[src/design/fwbrr_pkg.sv]
package fwbrr_pkg;

   // Command codes carried in the request tuser bit.
   localparam logic CMD_ENQUEUE = 1'b0;
   localparam logic CMD_SERVE   = 1'b1;

   // Configuration register indexes.
   localparam logic CSR_START_DIRECTION = 1'b0;
   localparam logic CSR_MAX_BURST       = 1'b1;

   localparam int TAG_W   = 24;
   localparam int DUR_W   = 4;
   localparam int DIR_W   = 2;
   localparam int BURST_W = 8;
   localparam int ENTRY_W = TAG_W + DUR_W;

   localparam logic [BURST_W-1:0] BURST_SAT = 8'd255;

   typedef enum logic [1:0] {
      STAT_ENQUEUED = 2'd0,
      STAT_DROPPED  = 2'd1,
      STAT_GRANTED  = 2'd2,
      STAT_EMPTY    = 2'd3
   } status_type;

   typedef enum logic {
      BACK_IDLE,
      BACK_READ
   } back_state_type;

   // One classified command as handed from the front to the back.
   typedef struct packed {
      logic             serve;
      logic [DIR_W-1:0] dir;
      logic [TAG_W-1:0] tag;
      logic [DUR_W-1:0] dur;
   } cmd_type;

endpackage

[src/design/fwbrr_front.sv]
module fwbrr_front
   import fwbrr_pkg::*;
(
   input  logic        clock,
   input  logic        reset,
   input  logic        req_tvalid,
   output logic        req_tready,
   input  logic [31:0] req_tdata,
   input  logic        req_tuser,
   output logic        cmd_valid,
   input  logic        cmd_ready,
   output cmd_type     cmd
);

   // Two-entry command queue between the stream input and the scheduler.
   cmd_type    ent_ff [2];
   logic       wr_ptr_ff, wr_ptr_in;
   logic       rd_ptr_ff, rd_ptr_in;
   logic [1:0] fill_ff, fill_in;
   cmd_type    incoming;
   logic       push, pop;

   always_comb begin
      incoming.serve = (req_tuser == CMD_SERVE);
      incoming.dir   = req_tdata[1:0];
      incoming.tag   = req_tdata[25:2];
      incoming.dur   = req_tdata[29:26];
   end

   assign req_tready = (fill_ff != 2'd2);
   assign cmd_valid  = (fill_ff != 2'd0);
   assign cmd        = ent_ff[rd_ptr_ff];
   assign push       = req_tvalid && req_tready;
   assign pop        = cmd_valid && cmd_ready;

   always_comb begin
      wr_ptr_in = push ? ~wr_ptr_ff : wr_ptr_ff;
      rd_ptr_in = pop ? ~rd_ptr_ff : rd_ptr_ff;
      fill_in   = fill_ff + 2'(push) - 2'(pop);
   end

   always_ff @(posedge clock) begin
      if (reset) begin
         wr_ptr_ff <= 1'b0;
         rd_ptr_ff <= 1'b0;
         fill_ff   <= 2'd0;
      end else begin
         wr_ptr_ff <= wr_ptr_in;
         rd_ptr_ff <= rd_ptr_in;
         fill_ff   <= fill_in;
      end
   end

   always_ff @(posedge clock) begin
      if (push) begin
         ent_ff[wr_ptr_ff] <= incoming;
      end
   end

endmodule

[src/design/fwbrr_back.sv]
module fwbrr_back
   import fwbrr_pkg::*;
#(
   parameter int QUEUE_DEPTH = 16
)
(
   input  logic         clock,
   input  logic         reset,
   input  logic         csr_we,
   input  logic         csr_index,
   input  logic [7:0]   csr_wdata,
   input  logic         cmd_valid,
   output logic         cmd_ready,
   input  cmd_type      cmd,
   output logic         rsp_tvalid,
   input  logic         rsp_tready,
   output logic [31:0]  rsp_tdata,
   output logic [1:0]   rsp_tuser
);

   localparam int SLOT_W = (QUEUE_DEPTH > 1) ? $clog2(QUEUE_DEPTH) : 1;
   localparam int CNT_W  = $clog2(QUEUE_DEPTH + 1);
   localparam int SUM_W  = ((SLOT_W > CNT_W) ? SLOT_W : CNT_W) + 1;

   logic [ENTRY_W-1:0] mem [4][QUEUE_DEPTH];
   logic [ENTRY_W-1:0] mem_rd_ff;

   back_state_type     state_ff, state_in;
   logic [SLOT_W-1:0]  heads_ff [4];
   logic [SLOT_W-1:0]  heads_in [4];
   logic [CNT_W-1:0]   counts_ff [4];
   logic [CNT_W-1:0]   counts_in [4];
   logic [DIR_W-1:0]   cur_ff, cur_in;
   logic [BURST_W-1:0] burst_ff, burst_in;
   logic [DIR_W-1:0]   start_ff, start_in;
   logic [BURST_W-1:0] max_ff, max_in;
   logic [DIR_W-1:0]   gdir_ff, gdir_in;
   logic               gnew_ff, gnew_in;

   logic               out_valid_ff, out_valid_in;
   status_type         out_status_ff, out_status_in;
   logic [DIR_W-1:0]   out_dir_ff, out_dir_in;
   logic [TAG_W-1:0]   out_tag_ff, out_tag_in;
   logic [DUR_W-1:0]   out_dur_ff, out_dur_in;
   logic               out_new_ff, out_new_in;

   logic               take, found, full;
   logic [DIR_W-1:0]   sel_dir, cand;
   logic [SUM_W-1:0]   tail_sum, head_inc;
   logic [SLOT_W-1:0]  wr_slot, next_head;
   logic [BURST_W-1:0] burst_base, burst_inc;
   logic               mem_we, mem_re;

   // First non-empty queue clockwise from the current direction.
   always_comb begin
      found   = 1'b0;
      sel_dir = cur_ff;
      cand    = cur_ff;
      for (int k = 0; k < 4; k++) begin
         cand = cur_ff + DIR_W'(k);
         if (!found && (counts_ff[cand] != '0)) begin
            found   = 1'b1;
            sel_dir = cand;
         end
      end
   end

   always_comb begin
      full     = (counts_ff[cmd.dir] == CNT_W'(QUEUE_DEPTH));
      tail_sum = SUM_W'(heads_ff[cmd.dir]) + SUM_W'(counts_ff[cmd.dir]);
      wr_slot  = (tail_sum >= SUM_W'(QUEUE_DEPTH)) ?
                 SLOT_W'(tail_sum - SUM_W'(QUEUE_DEPTH)) : SLOT_W'(tail_sum);
      head_inc  = SUM_W'(heads_ff[sel_dir]) + SUM_W'(1);
      next_head = (head_inc == SUM_W'(QUEUE_DEPTH)) ? '0 : SLOT_W'(head_inc);
      // A turn to another direction starts a fresh burst.
      burst_base = (sel_dir != cur_ff) ? '0 : burst_ff;
      burst_inc  = (burst_base < BURST_SAT) ? burst_base + BURST_W'(1) : BURST_SAT;
   end

   // Next state.
   always_comb begin
      state_in = state_ff;
      unique case (state_ff)
         BACK_IDLE: begin
            if (take && cmd.serve && found) begin
               state_in = BACK_READ;
            end
         end
         BACK_READ: begin
            state_in = BACK_IDLE;
         end
         default: state_in = BACK_IDLE;
      endcase
   end

   // Outputs and datapath updates.
   always_comb begin
      cmd_ready     = (state_ff == BACK_IDLE) && (!out_valid_ff || rsp_tready);
      take          = cmd_ready && cmd_valid;
      heads_in      = heads_ff;
      counts_in     = counts_ff;
      cur_in        = cur_ff;
      burst_in      = burst_ff;
      start_in      = start_ff;
      max_in        = max_ff;
      gdir_in       = gdir_ff;
      gnew_in       = gnew_ff;
      mem_we        = 1'b0;
      mem_re        = 1'b0;
      out_valid_in  = out_valid_ff && !rsp_tready;
      out_status_in = out_status_ff;
      out_dir_in    = out_dir_ff;
      out_tag_in    = out_tag_ff;
      out_dur_in    = out_dur_ff;
      out_new_in    = out_new_ff;

      unique case (state_ff)
         BACK_IDLE: begin
            if (take) begin
               if (!cmd.serve) begin
                  out_valid_in  = 1'b1;
                  out_dir_in    = '0;
                  out_tag_in    = '0;
                  out_dur_in    = '0;
                  out_new_in    = 1'b0;
                  if (full) begin
                     out_status_in = STAT_DROPPED;
                  end else begin
                     out_status_in      = STAT_ENQUEUED;
                     mem_we             = 1'b1;
                     counts_in[cmd.dir] = counts_ff[cmd.dir] + CNT_W'(1);
                  end
               end else if (!found) begin
                  out_valid_in  = 1'b1;
                  out_status_in = STAT_EMPTY;
                  out_dir_in    = '0;
                  out_tag_in    = '0;
                  out_dur_in    = '0;
                  out_new_in    = 1'b0;
               end else begin
                  mem_re             = 1'b1;
                  gdir_in            = sel_dir;
                  gnew_in            = (burst_base == '0);
                  heads_in[sel_dir]  = next_head;
                  counts_in[sel_dir] = counts_ff[sel_dir] - CNT_W'(1);
                  if ((max_ff != '0) && (burst_inc >= max_ff)) begin
                     burst_in = '0;
                     cur_in   = sel_dir + DIR_W'(1);
                  end else begin
                     burst_in = burst_inc;
                     cur_in   = sel_dir;
                  end
               end
            end
         end
         BACK_READ: begin
            out_valid_in  = 1'b1;
            out_status_in = STAT_GRANTED;
            out_dir_in    = gdir_ff;
            out_tag_in    = mem_rd_ff[ENTRY_W-1:DUR_W];
            out_dur_in    = mem_rd_ff[DUR_W-1:0];
            out_new_in    = gnew_ff;
         end
         default: begin
         end
      endcase

      if (csr_we) begin
         unique case (csr_index)
            CSR_START_DIRECTION: begin
               start_in = csr_wdata[DIR_W-1:0];
               cur_in   = csr_wdata[DIR_W-1:0];
               burst_in = '0;
            end
            CSR_MAX_BURST: begin
               max_in = csr_wdata;
            end
            default: begin
            end
         endcase
      end
   end

   always_ff @(posedge clock) begin
      if (reset) begin
         state_ff     <= BACK_IDLE;
         heads_ff     <= '{default: '0};
         counts_ff    <= '{default: '0};
         cur_ff       <= '0;
         burst_ff     <= '0;
         start_ff     <= '0;
         max_ff       <= BURST_W'(1);
         out_valid_ff <= 1'b0;
      end else begin
         state_ff     <= state_in;
         heads_ff     <= heads_in;
         counts_ff    <= counts_in;
         cur_ff       <= cur_in;
         burst_ff     <= burst_in;
         start_ff     <= start_in;
         max_ff       <= max_in;
         out_valid_ff <= out_valid_in;
      end
   end

   always_ff @(posedge clock) begin
      gdir_ff       <= gdir_in;
      gnew_ff       <= gnew_in;
      out_status_ff <= out_status_in;
      out_dir_ff    <= out_dir_in;
      out_tag_ff    <= out_tag_in;
      out_dur_ff    <= out_dur_in;
      out_new_ff    <= out_new_in;
   end

   always_ff @(posedge clock) begin
      if (mem_we) begin
         mem[cmd.dir][wr_slot] <= {cmd.tag, cmd.dur};
      end
      if (mem_re) begin
         mem_rd_ff <= mem[sel_dir][heads_ff[sel_dir]];
      end
   end

   assign rsp_tvalid = out_valid_ff;
   assign rsp_tuser  = out_status_ff;
   assign rsp_tdata  = {1'b0, out_new_ff, out_dur_ff, out_tag_ff, out_dir_ff};

endmodule

[src/design/four_way_burst_round_robin_scheduler_top.sv]
// Four-way burst round-robin scheduler. Requests are enqueued into one of four
// direction queues (north, east, south, west) and a serve transaction grants the
// oldest request of the current direction, turning clockwise past empty queues
// or after max_burst grants in a row (max_burst of zero means no limit). Every
// input transaction yields exactly one result transaction whose tuser status
// reads enqueued, dropped because the queue was full, granted, or nothing
// waiting. An enqueue result is registered straight from the command, while a
// grant first registers the queue memory read before the result is formed.
// A two-entry command queue at the front lets input transactions keep
// arriving while a result waits for rsp_tready. Configuration writes go through
// csr_we, csr_index and csr_wdata and are meant to be issued while the block is
// idle; writing start_direction also restarts the burst in that direction.
module four_way_burst_round_robin_scheduler_top
   import fwbrr_pkg::*;
#(
   parameter int QUEUE_DEPTH = 16
)
(
   input  logic        clock,
   input  logic        reset,
   // Request transactions.
   input  logic        req_tvalid,
   output logic        req_tready,
   // Fields from bit 0: direction[1:0], tag[25:2], duration[29:26], zero pad.
   input  logic [31:0] req_tdata,
   // Field: command (0 enqueue, 1 serve).
   input  logic        req_tuser,
   // Result transactions.
   output logic        rsp_tvalid,
   input  logic        rsp_tready,
   // Fields from bit 0: granted_direction[1:0], granted_tag[25:2],
   // granted_duration[29:26], new_burst[30], zero pad.
   output logic [31:0] rsp_tdata,
   // Field: status[1:0].
   output logic [1:0]  rsp_tuser,
   // Configuration write port: index 0 start_direction, index 1 max_burst.
   input  logic        csr_we,
   input  logic        csr_index,
   input  logic [7:0]  csr_wdata
);

   // Classified commands handed from the front queue to the scheduler.
   cmd_type cmd;
   logic    cmd_valid;
   logic    cmd_ready;

   fwbrr_front u_front (
      .clock      (clock),
      .reset      (reset),
      .req_tvalid (req_tvalid),
      .req_tready (req_tready),
      .req_tdata  (req_tdata),
      .req_tuser  (req_tuser),
      .cmd_valid  (cmd_valid),
      .cmd_ready  (cmd_ready),
      .cmd        (cmd)
   );

   // The back end holds the direction queues, the arbitration state and the
   // result register.
   fwbrr_back #(
      .QUEUE_DEPTH (QUEUE_DEPTH)
   ) u_back (
      .clock      (clock),
      .reset      (reset),
      .csr_we     (csr_we),
      .csr_index  (csr_index),
      .csr_wdata  (csr_wdata),
      .cmd_valid  (cmd_valid),
      .cmd_ready  (cmd_ready),
      .cmd        (cmd),
      .rsp_tvalid (rsp_tvalid),
      .rsp_tready (rsp_tready),
      .rsp_tdata  (rsp_tdata),
      .rsp_tuser  (rsp_tuser)
   );

endmodule
[config.mk]
export PLATFORM = sky130hd
export DESIGN_NAME = four_way_burst_round_robin_scheduler_top
export DESIGN_NICKNAME = d
export VERILOG_FILES = /design/src/design/fwbrr_pkg.sv /design/src/design/fwbrr_front.sv /design/src/design/fwbrr_back.sv /design/src/design/four_way_burst_round_robin_scheduler_top.sv
export SDC_FILE = /design/constraint.sdc
export NUM_CORES = 2
export LEC_CHECK = 0
export BUFFER_PORTS_ARGS = -buffer_cell sky130_fd_sc_hd__clkbuf_2
export CAP_MARGIN = 40
export CELL_PAD_IN_SITES_DETAIL_PLACEMENT = 0
export CELL_PAD_IN_SITES_GLOBAL_PLACEMENT = 2
export CORE_MARGIN = 8
export CORE_UTILIZATION = 50
export CTS_CLUSTER_DIAMETER = 50
export DETAILED_ROUTE_END_ITERATION = 16
export GPL_TIMING_DRIVEN = 0
export HOLD_SLACK_MARGIN = 0.05
export PLACE_DENSITY_LB_ADDON = 0.1
export SLEW_MARGIN = 5
export SYNTH_ARGS = -nofsm -noshare
export SYNTH_HDL_FRONTEND = slang
export SYNTH_SLANG_ARGS = --single-unit
[constraint.sdc]
create_clock -name clock -period 10.5 [get_ports clock]
set_clock_uncertainty 0.05 [all_clocks]
set_input_delay 2.1 -clock clock [delete_from_list [all_inputs] [get_ports clock]]
set_output_delay 2.1 -clock clock [all_outputs]
set_load 0.1 [all_outputs]
==> summary.txt <==
cells after synthesis - 5726
clk sinks - 1979
post-route minimum period - 6.10 ns
Initial Util - 50.2%
final net count - 6270
post-CTS setup buffers - 0
Post-synth EDFFs - 1918
fillcell total - 12700
Synth warnings - 0
Clock Latency Late Sink - 0.85 ns
Startpoint Class - flip-flop
Reg area - 58800 µm²
routing usage on met3 - 4.94%
Max H-tree Level - 4
First DRT Iteration DRCs - 6980
site row count - 147
HP Class - reg -> reg
gr busiest metal - met2
# Max-Cap Violations - 0
Final Cycle Share - 58.1%
detailed-placement wirelength estimate - 189 mm
Post-synth top cells - 1918 x edfxtp_1, 652 x nand3_1, 482 x a21oi_1
global-route wire length before repair - 377 mm
IO buf count - 76
Primary FF master, synth - edfxtp_1
Setup Crit Path Kind - reg -> reg
RSZ-0062 raised after global routing - false
via count - 53800
CTS tree - done
Slew @ Worst Pin - 1.01 ns
largest net degree at the start of global routing - 65
total CTS buffers - 212
Worst EP arrival - 6.58 ns
Setup violations, final - 0
Seq cells post-synth - 1979
Max clock buf depth - 3
die area - 174000 µm²
Final Wtd Congestion - 0.928
Fmax - 164 MHz
ANT nets after route - 0
top-area cell type share of the netlist area - 71.6%
run status - finished, final reports clean
Ports - 83
Vias/cell - 6.25
R2R Setup Slk - 4.40 ns
Total GRT Usage - 30.1%
wire per inst - 31.3 µm
Critical Path RT - 10.98 ns
sequential fraction of the synthesis area - 73.1%
area leader, netlist - edfxtp_1
share of cells above drive strength 1 - 12.4%
grt met1 use - 42.7%
core footprint - 160000 µm²
vias in the first global route - 51200
post-synthesis async set-or-reset flop share - 0%
initial antenna violation count - 15
syn nets - 5795
Residual DRC - 0
Setup crit end kind - flip-flop
GRT met2 Usage - 46.6%
Die Y - 417 µm
most common cell in the netlist - edfxtp_1
largest cells by area after synthesis - edfxtp_1 72%, nand3_1 4.1%, mux2i_1 3.7%
Post-Syn Area - 80400 µm²
die span in x - 417 µm
Post-Route Setup TNS - 0 ns
final WL - 269 mm
fin. max-slew vios - 0
Avg Cell Area, Syn - 14.0 µm²
PostCTS Resize Cnt - 0
global route overflow - 0
Reg clk slew, reported paths - 0.06 ns
Slew headroom - 32.3%
clk root buf - clkbuf_16
crit-path max FO - 10
area occupied by multi-input gates - 20100 µm²
endpoints failing hold - 0
DR pass1 iterations - 8
Area Overhead vs Synth - 16.8%
# hold bufs at CTS - 0
Distinct cells, synth - 83
-- kinds of logic after synthesis --
group | after synthesis | synth area share [%]
buffers and inverters | 498 | 2.64
other | 1 | 0.00466
adders and majority gates | 22 | 0.352
and+or+nand+nor | 1488 | 9.09
AOI/OAI and AO/OA | 1381 | 10.2
DFF | 1979 | 73.1
xor gates and xnor gates | 22 | 0.240
muxes | 335 | 4.36
-- sequential cells by signal, indices dropped and copies added (netlist names), 4 cells and up, named ones only --
| signal | cells |
|---|---|
| u_back.mem | 1792 |
| u_front.ent_ff | 62 |
| u_back.mem_rd_ff | 28 |
| u_back.out_tag_ff | 24 |
| u_back.counts_ff | 20 |
| u_back.heads_ff | 16 |
| u_back.burst_ff | 8 |
| u_back.max_ff | 8 |
| u_back.out_dur_ff | 4 |
-- metal layers --
layer	wire length (µm)	vias up
met3	23500	437
met4	12100	2
met1	111000	27300
met2	123000	2643
li1	-	23400
met5	13	-
-- placed cells by master, fill, tap and decap left out, drive strengths merged, types with 7 or more instances in the layout --
cell type / count
a31oi: 61
a211oi: 69
a222oi: 9
clkinv: 73
bufinv: 20
o221ai: 57
a21o: 7
clkbuf: 670
dfxtp: 61
nor2b: 8
xnor2: 12
o21ai: 463
clkinvlp: 12
mux2i: 294
or2: 10
nor4: 87
nand3: 652
and3: 65
o22ai: 69
and2: 38
o2bb2ai: 27
ha: 21
nand4: 7
buf: 322
a2111oi: 58
nand2: 414
inv: 54
a32o: 28
nor3: 20
xor2: 10
a21oi: 482
edfxtp: 1918
nor2: 112
or4: 56
mux2: 32
mux4: 9
a311oi: 8
o211ai: 9
diode: 53
-- area by class of cell --
| class | count | share of cell area (%) |
|---|---|---|
| diodes | 53 | 0.141 |
| plain buffers | 465 | 2.13 |
| clock buffers | 273 | 5.92 |
| clock inverters | 126 | 1.42 |
| inverters | 33 | 0.135 |
| multi-input cells | 3249 | 21.4 |
| flip-flops and latches | 1979 | 62.6 |
| well taps | 2160 | 2.88 |
| repair buffers | 261 | 3.38 |
-- worst paths after layout --
check,start,endpoint,depth (start not counted)
worst max-delay path,u_back.counts_ff[4],u_back.mem_rd_ff[14],12
worst min-delay path,u_back.max_ff[3],u_back.max_ff[3],2
worst max register to register,u_back.counts_ff[4],u_back.mem_rd_ff[14],12
worst min register to register,u_back.max_ff[3],u_back.max_ff[3],2
-- per-stage QoR --
| step | std cells | cell area [µm²] | setup WS, ns | hold WS [ns] | util [%] |
|---|---|---|---|---|---|
| after floorplan | 5726 | 80400 | 5.55 | 0.386 | - |
| after global placement | 7962 | 83500 | 2.93 | 0.396 | 52.1 |
| after detailed placement | 8140 | 86800 | 4.47 | 0.398 | 54.2 |
| after CTS | 8539 | 93700 | 4.47 | 0.406 | 58.5 |
| after global routing | 8591 | 93900 | 4.28 | 0.420 | 58.6 |
| final | 8599 | 93900 | 4.40 | 0.403 | 58.6 |
-- worst max-delay path, cell delays in order, from the launching register on --
cell,delay (ns)
dfxtp_1,0.38
or3_1,0.41
buf_2,0.19
o21ai_0,0.40
o211ai_1,0.23
a21oi_1,0.75
buf_2,0.40
buf_2,0.44
clkbuf_1,0.49
a21oi_1,0.08
nor4_1,0.81
o22ai_1,0.42
or4_1,0.69
Power is not shown: default switching activity piles up to over one toggle a cycle in this logic, so the estimate is an artifact.
